### config.mk
export PLATFORM = sky130hd
export DESIGN_NAME = bitmap_frame_allocator_top
export DESIGN_NICKNAME = d
export VERILOG_FILES = /design/src/bfa_pkg.sv /design/src/bfa_bitmap_mem.sv /design/src/bfa_word_unit.sv /design/src/bitmap_frame_allocator_top.sv
export SDC_FILE = /design/constraint.sdc
export NUM_CORES = 1
export LEC_CHECK = 0
export ABC_AREA = 1
export BUFFER_PORTS_ARGS = -buffer_cell sky130_fd_sc_hd__buf_2
export CELL_PAD_IN_SITES_DETAIL_PLACEMENT = 1
export CELL_PAD_IN_SITES_GLOBAL_PLACEMENT = 2
export CORE_MARGIN = 2
export CORE_UTILIZATION = 43
export DETAILED_ROUTE_END_ITERATION = 8
export GPL_ROUTABILITY_DRIVEN = 0
export GPL_TIMING_DRIVEN = 0
export PLACE_DENSITY_LB_ADDON = 0.1
export SYNTH_ARGS = -nofsm -noshare
export SYNTH_HDL_FRONTEND = slang
export SYNTH_SLANG_ARGS = --single-unit
### constraint.sdc
create_clock -name clk -period 9.1 [get_ports clk]
set_clock_uncertainty 0.1 [all_clocks]
set_input_delay 0.455 -clock clk [delete_from_list [all_inputs] [get_ports clk]]
set_output_delay 0.455 -clock clk [all_outputs]
set_load 0.03 [all_outputs]
### src/bfa_pkg.sv
// Shared types, constants and codes for the bitmap frame allocator.
package bfa_pkg;

	localparam int DEF_BITMAP_WORDS = 32;
	localparam int BLOCK_BYTES      = 4096;
	localparam int BLK_SHIFT        = $clog2(BLOCK_BYTES);
	localparam int BITS_PER_WORD    = 32;
	localparam int WIU_W            = 6;
	localparam int CNT_W            = 11;
	localparam int ADDR_W           = 32;
	localparam int PADDR_W          = 3;
	localparam int REG_SEL_BIT      = 2;

	localparam logic [1:0] REQ_ALLOC = 2'd0;
	localparam logic [1:0] REQ_FREE  = 2'd1;
	localparam logic [1:0] REQ_STATS = 2'd2;

	localparam logic [1:0] STS_OK       = 2'd0;
	localparam logic [1:0] STS_NO_SPACE = 2'd1;
	localparam logic [1:0] STS_RANGE    = 2'd2;

	localparam logic REG_USER_BASE    = 1'b0;
	localparam logic REG_WORDS_IN_USE = 1'b1;

	localparam logic [WIU_W-1:0] WIU_RESET = 6'd32;

	typedef struct packed {
		logic        has_zero;
		logic [4:0]  zero_pos;
		logic [31:0] zero_bit;
		logic [5:0]  ones;
	} scan_res_t;

endpackage

### src/bfa_bitmap_mem.sv
// Bitmap word store: one write port, one registered read port, per-word valid bits.
module bfa_bitmap_mem #(
	parameter int DEPTH = 32,
	parameter int IDX_W = 5
) (
	input  logic             clk,
	input  logic             arst_n,
	input  logic             rd_en,
	input  logic [IDX_W-1:0] rd_idx,
	output logic [31:0]      rd_word,
	input  logic             wr_en,
	input  logic [IDX_W-1:0] wr_idx,
	input  logic [31:0]      wr_word
);
	logic [31:0]      mem [DEPTH];
	logic [DEPTH-1:0] valid_q;
	logic [31:0]      data_q;
	logic             vld_q;

	always_ff @(posedge clk or negedge arst_n) begin
		if (!arst_n) begin
			valid_q <= '0;
			vld_q   <= 1'b0;
		end else begin
			if (wr_en)
				valid_q[wr_idx] <= 1'b1;
			if (rd_en)
				vld_q <= valid_q[rd_idx];
		end
	end

	always_ff @(posedge clk) begin
		if (wr_en)
			mem[wr_idx] <= wr_word;
		if (rd_en)
			data_q <= mem[rd_idx];
	end

	// never-written words read as free
	assign rd_word = vld_q ? data_q : 32'd0;

endmodule

### src/bfa_word_unit.sv
// Shared word unit: first clear bit and population count of one bitmap word.
module bfa_word_unit (
	input  logic [31:0]        word,
	output bfa_pkg::scan_res_t res
);
	import bfa_pkg::*;

	logic [31:0] inv;
	logic [31:0] low;
	logic [4:0]  pos;
	logic [1:0]  l1 [16];
	logic [2:0]  l2 [8];
	logic [3:0]  l3 [4];
	logic [4:0]  l4 [2];

	assign inv = ~word;
	assign low = inv & (~inv + 32'd1);

	always_comb begin
		pos = 5'd0;
		for (int j = 0; j < 32; j++) begin
			if (low[j])
				pos = pos | 5'(j);
		end
	end

	always_comb begin
		for (int a = 0; a < 16; a++)
			l1[a] = {1'b0, word[2*a]} + {1'b0, word[2*a+1]};
		for (int b = 0; b < 8; b++)
			l2[b] = {1'b0, l1[2*b]} + {1'b0, l1[2*b+1]};
		for (int c = 0; c < 4; c++)
			l3[c] = {1'b0, l2[2*c]} + {1'b0, l2[2*c+1]};
		for (int d = 0; d < 2; d++)
			l4[d] = {1'b0, l3[2*d]} + {1'b0, l3[2*d+1]};
	end

	assign res.has_zero = |inv;
	assign res.zero_pos = pos;
	assign res.zero_bit = low;
	assign res.ones     = {1'b0, l4[0]} + {1'b0, l4[1]};

endmodule

### src/bitmap_frame_allocator_top.sv
// Bitmap frame allocator top level: sequencer, config registers and output register.
// Alloc: result valid after a scan of the words in use (one word a cycle
//   through the shared word unit), one address add and one output load.
// One item at a time: the next item is taken in the cycle after the result is loaded;
//   a full output stalls it.
// Reset (arst_n, async): bitmap reads all free, user_base 0, words_in_use 32.
module bitmap_frame_allocator_top #(
	parameter int BITMAP_WORDS = bfa_pkg::DEF_BITMAP_WORDS
) (
	input  logic                        clk,
	input  logic                        arst_n,
	// slave stream
	input  logic                        s_tvalid,
	output logic                        s_tready,
	input  logic [31:0]                 s_tdata,  // [31:0] free_addr
	input  logic [1:0]                  s_tuser,  // [1:0] req_type
	// master stream
	output logic                        m_tvalid,
	input  logic                        m_tready,
	output logic [55:0]                 m_tdata,  // [31:0] alloc_address, [42:32] total_blocks,
	                                              // [53:43] used_blocks, [55:54] zero
	output logic [1:0]                  m_tuser,  // [1:0] status
	// config
	input  logic                        psel,
	input  logic                        penable,
	input  logic                        pwrite,
	input  logic [bfa_pkg::PADDR_W-1:0] paddr,
	input  logic [31:0]                 pwdata,
	output logic [31:0]                 prdata,
	output logic                        pready
);
	import bfa_pkg::*;

	localparam int MEM_WORDS = (BITMAP_WORDS < 63) ? BITMAP_WORDS : 63;
	localparam int IDX_W     = (MEM_WORDS > 1) ? $clog2(MEM_WORDS) : 1;
	localparam int BLK_W     = ADDR_W - BLK_SHIFT;

	localparam logic [2:0] ST_IDLE = 3'd0;
	localparam logic [2:0] ST_SCAN = 3'd1;
	localparam logic [2:0] ST_ADDR = 3'd2;
	localparam logic [2:0] ST_FCHK = 3'd3;
	localparam logic [2:0] ST_FWR  = 3'd4;
	localparam logic [2:0] ST_DONE = 3'd5;

	logic [2:0]        state_q;
	logic [1:0]        op_q;
	logic [ADDR_W-1:0] base_q;
	logic [WIU_W-1:0]  wiu_q;
	logic [WIU_W-1:0]  n_words;
	logic [WIU_W-1:0]  idx_q;
	logic [ADDR_W-1:0] off_q;
	logic [ADDR_W-1:0] res_addr_q;
	logic [1:0]        res_sts_q;
	logic [CNT_W-1:0]  used_q;
	logic [CNT_W-1:0]  k_q;
	logic [IDX_W-1:0]  fidx_q;
	logic [4:0]        fbit_q;
	logic              m_tvalid_q;
	logic [55:0]       m_tdata_q;
	logic [1:0]        m_tuser_q;

	logic              rd_en;
	logic [IDX_W-1:0]  rd_idx;
	logic [31:0]       rd_word;
	logic              wr_en;
	logic [IDX_W-1:0]  wr_idx;
	logic [31:0]       wr_word;
	scan_res_t         scan;

	logic              in_acc;
	logic              cfg_wr;
	logic              last_word;
	logic [BLK_W-1:0]  blk;
	logic              out_of_range;
	logic [CNT_W-1:0]  total;

	assign n_words      = (wiu_q > WIU_W'(MEM_WORDS)) ? WIU_W'(MEM_WORDS) : wiu_q;
	assign in_acc       = s_tvalid && s_tready;
	assign cfg_wr       = psel && penable && pwrite && pready;
	assign last_word    = (idx_q == (n_words - WIU_W'(1)));
	assign blk          = off_q[ADDR_W-1:BLK_SHIFT];
	assign out_of_range = (ADDR_W'(blk) >= ADDR_W'({n_words, 5'd0}));
	assign total        = (op_q == REQ_STATS) ? CNT_W'({n_words, 5'd0}) : '0;

	assign s_tready = (state_q == ST_IDLE);
	assign pready   = 1'b1;
	assign prdata   = paddr[REG_SEL_BIT] ? {{(32-WIU_W){1'b0}}, wiu_q} : base_q;

	bfa_bitmap_mem #(
		.DEPTH(MEM_WORDS),
		.IDX_W(IDX_W)
	) u_mem (
		.clk    (clk),
		.arst_n (arst_n),
		.rd_en  (rd_en),
		.rd_idx (rd_idx),
		.rd_word(rd_word),
		.wr_en  (wr_en),
		.wr_idx (wr_idx),
		.wr_word(wr_word)
	);

	bfa_word_unit u_word (
		.word(rd_word),
		.res (scan)
	);

	// memory port control
	always_comb begin
		rd_en   = 1'b0;
		rd_idx  = '0;
		wr_en   = 1'b0;
		wr_idx  = idx_q[IDX_W-1:0];
		wr_word = rd_word | scan.zero_bit;
		unique case (state_q)
			ST_IDLE: begin
				rd_en  = in_acc;
				rd_idx = '0;
			end
			ST_SCAN: begin
				if (op_q == REQ_ALLOC && scan.has_zero) begin
					wr_en = 1'b1;
				end else if (!last_word) begin
					rd_en  = 1'b1;
					rd_idx = IDX_W'(idx_q + WIU_W'(1));
				end
			end
			ST_FCHK: begin
				rd_en  = !out_of_range;
				rd_idx = blk[5 +: IDX_W];
			end
			ST_FWR: begin
				wr_en   = 1'b1;
				wr_idx  = fidx_q;
				wr_word = rd_word & ~(32'd1 << fbit_q);
			end
			default: begin
			end
		endcase
	end

	// config registers
	always_ff @(posedge clk or negedge arst_n) begin
		if (!arst_n) begin
			base_q <= '0;
			wiu_q  <= WIU_RESET;
		end else if (cfg_wr) begin
			if (paddr[REG_SEL_BIT] == REG_USER_BASE)
				base_q <= pwdata;
			else
				wiu_q <= pwdata[WIU_W-1:0];
		end
	end

	// sequencer
	always_ff @(posedge clk or negedge arst_n) begin
		if (!arst_n) begin
			state_q    <= ST_IDLE;
			op_q       <= REQ_ALLOC;
			m_tvalid_q <= 1'b0;
		end else begin
			if (state_q == ST_DONE && (!m_tvalid_q || m_tready))
				m_tvalid_q <= 1'b1;
			else if (m_tvalid_q && m_tready)
				m_tvalid_q <= 1'b0;
			unique case (state_q)
				ST_IDLE: begin
					if (in_acc) begin
						op_q <= s_tuser;
						if ((s_tuser == REQ_ALLOC || s_tuser == REQ_STATS) && n_words != '0)
							state_q <= ST_SCAN;
						else if (s_tuser == REQ_FREE)
							state_q <= ST_FCHK;
						else
							state_q <= ST_DONE;
					end
				end
				ST_SCAN: begin
					if (op_q == REQ_ALLOC && scan.has_zero)
						state_q <= ST_ADDR;
					else if (last_word)
						state_q <= ST_DONE;
				end
				ST_ADDR: state_q <= ST_DONE;
				ST_FCHK: state_q <= out_of_range ? ST_DONE : ST_FWR;
				ST_FWR:  state_q <= ST_DONE;
				ST_DONE: begin
					if (!m_tvalid_q || m_tready)
						state_q <= ST_IDLE;
				end
				default: state_q <= ST_IDLE;
			endcase
		end
	end

	// item datapath
	always_ff @(posedge clk) begin
		unique case (state_q)
			ST_IDLE: begin
				if (in_acc) begin
					idx_q      <= '0;
					used_q     <= '0;
					res_addr_q <= '0;
					off_q      <= s_tdata - base_q;
					res_sts_q  <= (s_tuser == REQ_ALLOC && n_words == '0) ? STS_NO_SPACE
					                                                     : STS_OK;
				end
			end
			ST_SCAN: begin
				used_q <= used_q + CNT_W'(scan.ones);
				if (op_q == REQ_ALLOC && scan.has_zero)
					k_q <= {idx_q, scan.zero_pos};
				else if (last_word && op_q == REQ_ALLOC)
					res_sts_q <= STS_NO_SPACE;
				else
					idx_q <= idx_q + WIU_W'(1);
			end
			ST_ADDR: res_addr_q <= base_q + (ADDR_W'(k_q) << BLK_SHIFT);
			ST_FCHK: begin
				fidx_q <= blk[5 +: IDX_W];
				fbit_q <= blk[4:0];
				if (out_of_range)
					res_sts_q <= STS_RANGE;
			end
			ST_DONE: begin
				if (!m_tvalid_q || m_tready) begin
					m_tdata_q <= {2'b00,
					              (op_q == REQ_STATS) ? used_q : CNT_W'(0),
					              total, res_addr_q};
					m_tuser_q <= res_sts_q;
				end
			end
			default: begin
			end
		endcase
	end

	assign m_tvalid = m_tvalid_q;
	assign m_tdata  = m_tdata_q;
	assign m_tuser  = m_tuser_q;

endmodule

==> results.sh <==
export IMPL_outcome="completed"
export IMPL_io_buffers=158
export IMPL_coreArea_um2=128000
export IMPL_synth_area_top_cells="edfxtp_1 65%, o21ai_0 5.6%, inv_1 4.4%, nand3_1 3.5%, dfrtp_1 3.4%"
export IMPL_synthArstFlopShare_pct=6.03
export IMPL_powerDensity_nw_per_um2=389
export IMPL_synthesis_area_um2=55500
export IMPL_yosysUniqueCellTypes=57
export IMPL_die_h_um=363
export IMPL_period_minus_slack_ns=7.79
export IMPL_fmax_mhz=128
export IMPL_area_growth_syn_to_layout_pct=18.1
export IMPL_num_vias=39400
export IMPL_holdWs_ns=0.112
export IMPL_start_kind="register"
export IMPL_hold_class="primary input to register"
export IMPL_clkSinkCount=1276
export IMPL_grt_pass1_wl_um=278000
export IMPL_vias_per_cell=5.60
export IMPL_cpLargestDelayFamily="adder cells"
export IMPL_start_util_pct=43.4
export IMPL_seq_area_frac_synth_pct=68.4
export IMPL_die_w_um=363
export IMPL_timing_slew_headroom_pct=2.05
export IMPL_drive_above_1_share_pct=12.8
export IMPL_rsz0062_at_grt="no"
export IMPL_drc=0
export IMPL_critPathBufInv=9
export IMPL_synth_cells=4837
export IMPL_nets=5424
export IMPL_grt_usage_pct=29.3
export IMPL_wl_per_cell_um=27.5
export IMPL_fin_crit_sh_pct=85.6
export IMPL_htreeDepth=4
export IMPL_critPathMaxStageDelay_ns=0.58
export IMPL_netlist_area_leader_share_pct=64.9
export IMPL_grt_max_degree=60
export IMPL_clk_latency_ns=0.79
export IMPL_synthFlopType="edfxtp_1"
export IMPL_synth_edf_count=1199
export IMPL_cp_data_arrival_time_ns=8.22
export IMPL_totalWireLength_um=193000
export IMPL_cts_buffer_depth=3
export IMPL_p_leak_nw=25.3
export IMPL_clk_pin_slew_ns=0.06
export IMPL_num_rows=131
export IMPL_peakVddDrop_mv=0.368
export IMPL_worst_pin_slew_ns=1.47
export IMPL_hold_viol=0
export IMPL_cap_viol_max_count=0
export IMPL_cts_resized=0
export IMPL_crit_type="register to register"
export IMPL_cpMaxStageDelayCell="fa_1"
export IMPL_final_max_slew_viol_count=0
export IMPL_finalSetupViolCount=0
export IMPL_ys_top_cells_by_count="1199 x edfxtp_1, 652 x inv_1, 620 x o21ai_0"
export IMPL_cts_root_buf="clkbuf_16"
export IMPL_cts_tree="done"
export IMPL_hold_buffers=42
export IMPL_synth_most_common_cell="edfxtp_1"
export IMPL_gr_total_overflow=0
export IMPL_critPathCaptureType="register"
export IMPL_crit_fanout=10
export IMPL_synth_seq_cells=1276
export IMPL_final_core_utilization_pct=51.3
export IMPL_io_pins=169
export IMPL_required_ns=9.53
export IMPL_place_hpwl_um=141000
export IMPL_drtPass1Iterations=5
export IMPL_grt_pass1_vias=40100
export IMPL_yosys_warnings=0
export IMPL_numCtsBuffers=141
export IMPL_antenna_found_initial=11
export IMPL_dieArea_um2=132000
export IMPL_ant_nets=0
export IMPL_drt_iter0_drc=3672
export IMPL_fin_setup_tns_ns=0
export IMPL_avgSynthCellArea_um2=11.5
export IMPL_yosysTopAreaCell="edfxtp_1"
export IMPL_cts_setup_buffers=0
export IMPL_crit_path_frequent_cell="fa_1"
## metrics by stage
stage	setup slack [ns]	instance area (um^2)	power [mW]	std cells
5_1_grt	0.938	65500	26.8	7037
3_5_place_dp	1.31	60400	19.6	6733
6_report	1.31	65500	25.5	7038
2_1_floorplan	2.42	55500	14.4	4843
4_1_cts	1.29	65500	25.5	7033
3_3_place_gp	0.576	58400	19.0	6663
## final timing paths
kind,end,slack (ns),startpoint,depth (start not counted)
min,off_q[18]$_DFFE_PP_,0.11,s_tdata[18],3
min reg2reg,m_tdata[24]$_DFFE_PP_,0.31,res_addr_q[24]$_SDFFCE_PN0P_,0
max in group asynchronous,base_q[13]$_DFFE_PN0P_,7.34,arst_n,3
max reg2reg,used_q[10]$_SDFFCE_PN0P_,1.31,u_mem.vld_q$_DFFE_PN0P_,29
max,used_q[10]$_SDFFCE_PN0P_,1.31,u_mem.vld_q$_DFFE_PN0P_,29
min in group asynchronous,wiu_q[2]$_DFFE_PN0P_,0.17,arst_n,3
## layout by cell type, fill, tap and decap left out, drive strengths merged, types with 4 or more instances in the layout
cell type    count
clkinv          51
nor2           333
diode            4
o21a             9
o211ai         134
xnor2           11
o21ai          750
ha              64
buf            400
xor2            16
nand3          395
bufinv          15
nand2          439
nand4           13
dlygate4sd3     42
edfxtp        1199
fa              27
clkinvlp         4
conb             8
nor4             5
o22ai            7
nor3            32
inv            665
clkbuf         274
dfrtp           76
a21oi          363
## worst register-to-register path, delay by kind of cell, from the launching register on
kind                       cells  cell delay [ns]
AOI/OAI and AO/OA              4             0.36
and+or+nand+nor                8             1.14
adders and majority gates      8             3.87
DFF                            1             0.44
buffers and inverters          9             1.63
## flip-flops by register name, indices dropped and copies added, names as in the netlist, 6 cells and up
name / count
base_q: 32
idx_q: 6
k_q: 11
m_tdata: 49
off_q: 20
res_addr_q: 32
u_mem.data_q: 32
u_mem.mem: 1024
u_mem.valid_q: 32
used_q: 11
wiu_q: 6
## routing by layer
metal / wire length, um / GRT usage, % / up-vias
li1: - / - / 17900
met1: 82700 / 39.5 / 20000
met2: 91000 / 47.5 / 1216
met3: 11700 / 4.75 / 326
met4: 7870 / 11.5 / 0
met5: 0 / 0 / -
## logic make-up (layout without fill, tap and decap cells)
kind of cell | Yosys count | after routing | synth area share [%]
compound gates | 1290 | 1290 | 12.5
xor+xnor | 27 | 27 | 0.426
other cells | 2 | 12 | 0.0135
flops | 1276 | 1276 | 68.4
fa+ha+maj | 91 | 91 | 2.42
buf+inv | 922 | 1451 | 6.75
simple gates | 1229 | 1229 | 9.53
## power breakdown
group | switching, mW | internal [mW] | leakage [nW] | total [mW]
logic | 8.50 | 3.10 | 11.0 | 11.6
clock network | 2.42 | 3.40 | 2.26 | 5.82
registers | 0.255 | 7.81 | 12.0 | 8.06
## cell type report
| type | count | area, um^2 |
|---|---|---|
| multi-input cells | 2645 | 14400 |
| flip-flops and latches | 1276 | 37900 |
| plain buffers | 264 | 1270 |
| repair buffers | 271 | 2710 |
| clock buffers | 181 | 3800 |
| well taps | 1662 | 2080 |
| clock inverters | 77 | 858 |
| fillers | 13300 | 62300 |
| diodes | 4 | 10.0 |
| inverters | 658 | 2470 |
Note: power is estimated with default switching activity, not from simulation.
